$ cat src/arsg_pkg.sv
// Package with shared types, constants and command structures for the audio ring store.
package arsg_pkg;

  localparam int unsigned Frames     = 4096;
  localparam int unsigned Channels   = 2;
  localparam int unsigned StoreSize  = Frames * Channels;
  localparam int unsigned AddrW      = $clog2(StoreSize);
  localparam int unsigned FrameW     = $clog2(Frames);
  localparam int unsigned ChanCntW   = (Channels > 1) ? $clog2(Channels) : 1;
  localparam int unsigned GainW      = 40;
  localparam int unsigned QuoW       = 32;
  localparam int unsigned PeakW      = 26;
  localparam logic [PeakW-1:0] PeakNum = PeakW'(1024 * 32768);

  localparam logic [2:0] OpWrite = 3'd0;
  localparam logic [2:0] OpRead  = 3'd1;
  localparam logic [2:0] OpRamp  = 3'd2;
  localparam logic [2:0] OpRampS = 3'd3;
  localparam logic [2:0] OpPeak  = 3'd4;

  typedef enum logic [3:0] {
    CmdNone,
    CmdClear,
    CmdLoad,
    CmdWrite,
    CmdRead,
    CmdRampBegin,
    CmdDivStep,
    CmdRampRead,
    CmdRampApply,
    CmdPeakRead,
    CmdPeakNext,
    CmdPeakDivInit,
    CmdPeakDivStep,
    CmdFinish
  } cmd_e;

  typedef struct packed {
    cmd_e cmd;
  } ctrl_t;

  typedef struct packed {
    logic clear_done;
    logic div_done;
    logic scan_done;
    logic peak_zero;
  } stat_t;

endpackage

$ cat src/arsg_ctrl.sv
// Controller state machine that sequences each operation through the datapath.
module arsg_ctrl (
  input  logic            clk_i,
  input  logic            rst_ni,
  input  logic            in_valid_i,
  output logic            in_ready_o,
  output logic            out_valid_o,
  input  logic            out_ready_i,
  input  logic [2:0]      operation_i,
  input  arsg_pkg::stat_t stat_i,
  output arsg_pkg::ctrl_t ctrl_o
);

  typedef enum logic [3:0] {
    StClear, StIdle, StWrite, StRead, StRampBegin, StDiv, StRampRead,
    StRampApply, StPeakRead, StPeakNext, StPeakDivInit, StPeakDiv, StDone
  } state_e;

  state_e state_q;
  logic out_valid_q;

  // The result register parts the sides: a new item can load once the old result leaves.
  assign in_ready_o  = (state_q == StIdle) && (!out_valid_q || out_ready_i);
  assign out_valid_o = out_valid_q;

  always_comb begin
    ctrl_o.cmd = arsg_pkg::CmdNone;
    case (state_q)
      StClear:       ctrl_o.cmd = arsg_pkg::CmdClear;
      StIdle:        ctrl_o.cmd = (in_valid_i && in_ready_o) ? arsg_pkg::CmdLoad
                                                              : arsg_pkg::CmdNone;
      StWrite:       ctrl_o.cmd = arsg_pkg::CmdWrite;
      StRead:        ctrl_o.cmd = arsg_pkg::CmdRead;
      StRampBegin:   ctrl_o.cmd = arsg_pkg::CmdRampBegin;
      StDiv:         ctrl_o.cmd = arsg_pkg::CmdDivStep;
      StRampRead:    ctrl_o.cmd = arsg_pkg::CmdRampRead;
      StRampApply:   ctrl_o.cmd = arsg_pkg::CmdRampApply;
      StPeakRead:    ctrl_o.cmd = arsg_pkg::CmdPeakRead;
      StPeakNext:    ctrl_o.cmd = arsg_pkg::CmdPeakNext;
      StPeakDivInit: ctrl_o.cmd = arsg_pkg::CmdPeakDivInit;
      StPeakDiv:     ctrl_o.cmd = arsg_pkg::CmdPeakDivStep;
      default:       ctrl_o.cmd = arsg_pkg::CmdNone;
    endcase
  end

  always_ff @(posedge clk_i or negedge rst_ni) begin
    if (!rst_ni) begin
      state_q     <= StClear;
      out_valid_q <= 1'b0;
    end else begin
      if (out_valid_q && out_ready_i) begin
        out_valid_q <= 1'b0;
      end
      case (state_q)
        StClear: begin
          if (stat_i.clear_done) begin
            state_q <= StIdle;
          end
        end
        StIdle: begin
          if (in_valid_i && in_ready_o) begin
            case (operation_i)
              arsg_pkg::OpWrite: state_q <= StWrite;
              arsg_pkg::OpRead:  state_q <= StRead;
              arsg_pkg::OpRamp:  state_q <= StRampBegin;
              arsg_pkg::OpRampS: state_q <= StRampRead;
              arsg_pkg::OpPeak:  state_q <= StPeakRead;
              default:           state_q <= StDone;
            endcase
          end
        end
        StWrite:       state_q <= StDone;
        StRead:        state_q <= StDone;
        StRampBegin:   state_q <= StDiv;
        StDiv:         state_q <= stat_i.div_done ? StDone : StDiv;
        StRampRead:    state_q <= StRampApply;
        StRampApply:   state_q <= StDone;
        StPeakRead:    state_q <= StPeakNext;
        StPeakNext:    state_q <= stat_i.scan_done ? StPeakDivInit : StPeakRead;
        StPeakDivInit: state_q <= stat_i.peak_zero ? StDone : StPeakDiv;
        StPeakDiv:     state_q <= stat_i.div_done ? StDone : StPeakDiv;
        StDone: begin
          out_valid_q <= 1'b1;
          state_q     <= StIdle;
        end
        default: state_q <= StIdle;
      endcase
    end
  end

endmodule

$ cat config.mk
export PLATFORM = sky130hd
export DESIGN_NAME = arsg_ctrl
export DESIGN_NICKNAME = d
export VERILOG_FILES = /design/src/arsg_pkg.sv /design/src/arsg_ctrl.sv
export SDC_FILE = /design/constraint.sdc
export NUM_CORES = 1
export LEC_CHECK = 0
export BUFFER_PORTS_ARGS = -buffer_cell sky130_fd_sc_hd__buf_2
export CORE_AREA = 2 2 39 41
export DETAILED_ROUTE_END_ITERATION = 6
export DIE_AREA = 0 0 41 43
export SYNTH_ARGS = -nofsm -noshare
export SYNTH_HDL_FRONTEND = slang
export SYNTH_SLANG_ARGS = --single-unit
$ cat constraint.sdc
create_clock -name clk_i -period 1.5 [get_ports clk_i]
set_input_delay 0.3 -clock clk_i [delete_from_list [all_inputs] [get_ports clk_i]]
set_output_delay 0.3 -clock clk_i [all_outputs]
set_load 0.01 [all_outputs]
==> flow_metrics.env <==
export IMPL_outcome="complete, but fails checks"
export IMPL_violations="negative setup slack"
export IMPL_synthArstFlopShare=1.000
export IMPL_syn_inst=59
export IMPL_fmax_ghz=0.6341
export IMPL_drtIter0Drc=9
export IMPL_multi_input_area_sq_um=332.8
export IMPL_hpwl_um=949.1
export IMPL_ys_seq_area_frac=0.2646
export IMPL_cts_tree="done"
export IMPL_rows=14
export IMPL_synth_avg_cell_area_sq_um=8.016
export IMPL_top_layer="met3"
export IMPL_clk_pin_slew_worst_paths_ns=0.04
export IMPL_rsz0062_at_grt="true"
export IMPL_nFillCells=152
export IMPL_period_minus_slack_ns=1.577
export IMPL_area_growth_syn_to_layout_pct=43.12
export IMPL_cts_root_buf="clkbuf_4"
export IMPL_min_from="stat_i[2]"
export IMPL_coreArea_sq_um=1384
export IMPL_hold_violations=0
export IMPL_wl_met2_um=705
export IMPL_drtAntennaViolNets=0
export IMPL_endpoint_kind="primary output"
export IMPL_yosysTopAreaCell="dfrtp_1"
export IMPL_cap_violations=0
export IMPL_clock_latency_ns=0.24
export IMPL_ys_ff_latch=5
export IMPL_grt_pass1_wl_um=2145
export IMPL_syn_nets=70
export IMPL_drc=0
export IMPL_grt_util_all_layers=0.1774
export IMPL_grt_pass1_vias=504
export IMPL_die_height_um=43
export IMPL_critPathMaxFanout=8
export IMPL_post_route_cell_area_sq_um=676.9
export IMPL_synth_edf_count=0
export IMPL_worstPathRequired_ns=1.20
export IMPL_cp_start_kind="register"
export IMPL_hold_class="input pin to register"
export IMPL_diodes=0
export IMPL_cts_made_buffers=3
export IMPL_slew_violations=0
export IMPL_reg2reg_from="state_q[3]"
export IMPL_synth_top_cell_area_share=0.2646
export IMPL_start_util=0.3418
export IMPL_worstSetupPathType="register to primary output"
export IMPL_tns_ns=-0.2248
export IMPL_die_w_um=41
export IMPL_cp_startpoint="state_q[3]"
export IMPL_min_period_over_period=1.051
export IMPL_cts_sinks=5
export IMPL_port_buffers=16
export IMPL_ir_worst_vdd_mv=0.8354
export IMPL_drive_gt1_frac=0.4706
export IMPL_setup_viol=5
export IMPL_place_area_sq_um=589.3
export IMPL_via_per_inst=5.475
export IMPL_p_per_area_nw_per_um2=1880
export IMPL_synth_distinct_cells=29
export IMPL_synth_warnings=0
export IMPL_grt_overflow=0
export IMPL_max_clock_path_buffers=2
export IMPL_wl_met3_um=49
export IMPL_gp_congestion=0.8105
export IMPL_drt_met1_wl_um=561
export IMPL_wl_per_cell_um=13.03
export IMPL_seq_area_sq_um=128.9
export IMPL_grt_max_degree=13
export IMPL_leakagePower_nw=0.3199
export IMPL_routed_wl_um=1316
export IMPL_synthFlopType="dfrtp_1"
export IMPL_num_io_pins=17
export IMPL_antenna_found_initial=0
export IMPL_detail_route_first_pass_iterations=4
export IMPL_worst_slew_pin_slew_ns=0.2744
export IMPL_crit_arrival_ns=1.28
export IMPL_synthTopCellsByArea="dfrtp_1, a21oi_1, nand2b_1"
export IMPL_vias=553
export IMPL_max_slew_margin=0.8151
export IMPL_cts_max_level=1
export IMPL_dieArea_sq_um=1763
export IMPL_fin_skew_ns=0.002791
export IMPL_syn_cell_area_sq_um=473.0
export IMPL_setup_ws_ns=-0.07710
export IMPL_fin_nets=97
## report_power, final
| part | internal (W) | switching, W |
|---|---|---|
| sequential | 0.000194 | 0.0000943 |
| clock | 0.000101 | 0.0000568 |
| combinational | 0.000425 | 0.000402 |
| total | 0.000720 | 0.000553 |
## cell usage after synthesis, types with 2 or more instances
master,instances
a31oi_1,3
dfrtp_1,5
nand2b_1,4
o21ai_1,5
mux2i_1,2
buf_2,2
a211oi_1,2
a21oi_1,6
nor2_1,5
or3b_1,2
nand2_1,5
## worst max-delay path, cell delays in order (launching register included)
cell and delay, ns:
dfrtp_2 0.43, buf_4 0.17, a21boi_2 0.17, nor2_2 0.13, buf_2 0.14
## per-layer routing
metal / up-vias / track usage
met5: - / 0
met4: 0 / 0.08000
met3: 0 / 0.03141
met2: 17 / 0.2906
met1: 263 / 0.2117
li1: 273 / -
## area by class of cell
class | count | share of cell area
multi-input cells | 48 | 0.4917
well taps | 16 | 0.02957
flip-flops and latches | 5 | 0.1904
clock buffers | 4 | 0.03882
repair buffers | 26 | 0.2384
inverters | 2 | 0.01109
## timing repair
item	4_1_cts	5_1_grt
endpoints found under the hold margin	5	0
setup buffers	3	0
hold buffers	1	0
resized for setup	2	7
pin swaps	2	2
setup endpoints to repair	5	5
cloned	0	0
## cells in the final DEF (no fill, tap or decap), types with 2 or more instances in the layout
master    synthesis  layout
buf_2             2      16
buf_4             1       8
a21oi_1           6       6
nand2_1           5       5
o21ai_1           5       5
nand2b_1          4       3
a31oi_1           3       3
nor2_1            5       3
clkbuf_4          0       3
dfrtp_2           0       3
mux2i_1           2       2
a211oi_2          1       2
nor2_2            0       2
or3b_1            2       2
dfrtp_1           5       2
## cell families (layout without fill, tap and decap cells)
kind of cell,count (synthesis),count (layout),share of synthesized area
multiplexers,2,2,0.04233
flip-flops,5,5,0.2646
AO/OA/AOI/OAI,24,24,0.3492
AND/OR/NAND/NOR,22,22,0.2672
buffers and inverters,6,32,0.07671
## registers in the layout (all words and copies together), names as in the netlist
register and cells:
out_valid_o 1, state_q 4
## per-stage QoR
step | hold slack [ns] | std cells | setup slack, ns | total power [W] | utilization
6_report | 0.3769 | 101 | -0.07710 | 0.001273 | 0.4892
5_1_grt | 0.3951 | 101 | -0.1340 | 0.001381 | 0.4892
4_1_cts | 0.3708 | 101 | -0.1031 | 0.001226 | 0.4702
3_5_place_dp | 0.1231 | 93 | 0.05635 | 0.001010 | 0.4259
3_3_place_gp | 0.1175 | 93 | 0.08158 | 0.0009960 | 0.4259
2_1_floorplan | 0.004409 | 59 | 0.2152 | 0.0007826 | -
## path summary, 6_finish.rpt
check	endpoint	slack (ns)	depth (start not counted)
setup / recovery	ctrl_o[0]	-0.08	4
hold / removal	state_q[3]	0.38	3
setup reg to reg	state_q[0]	0.11	5
hold reg to reg	out_valid_o	0.63	2
max in group asynchronous	state_q[3]	0.94	2
min in group asynchronous	out_valid_o	0.40	2
Power figures use the tool's default switching activity.
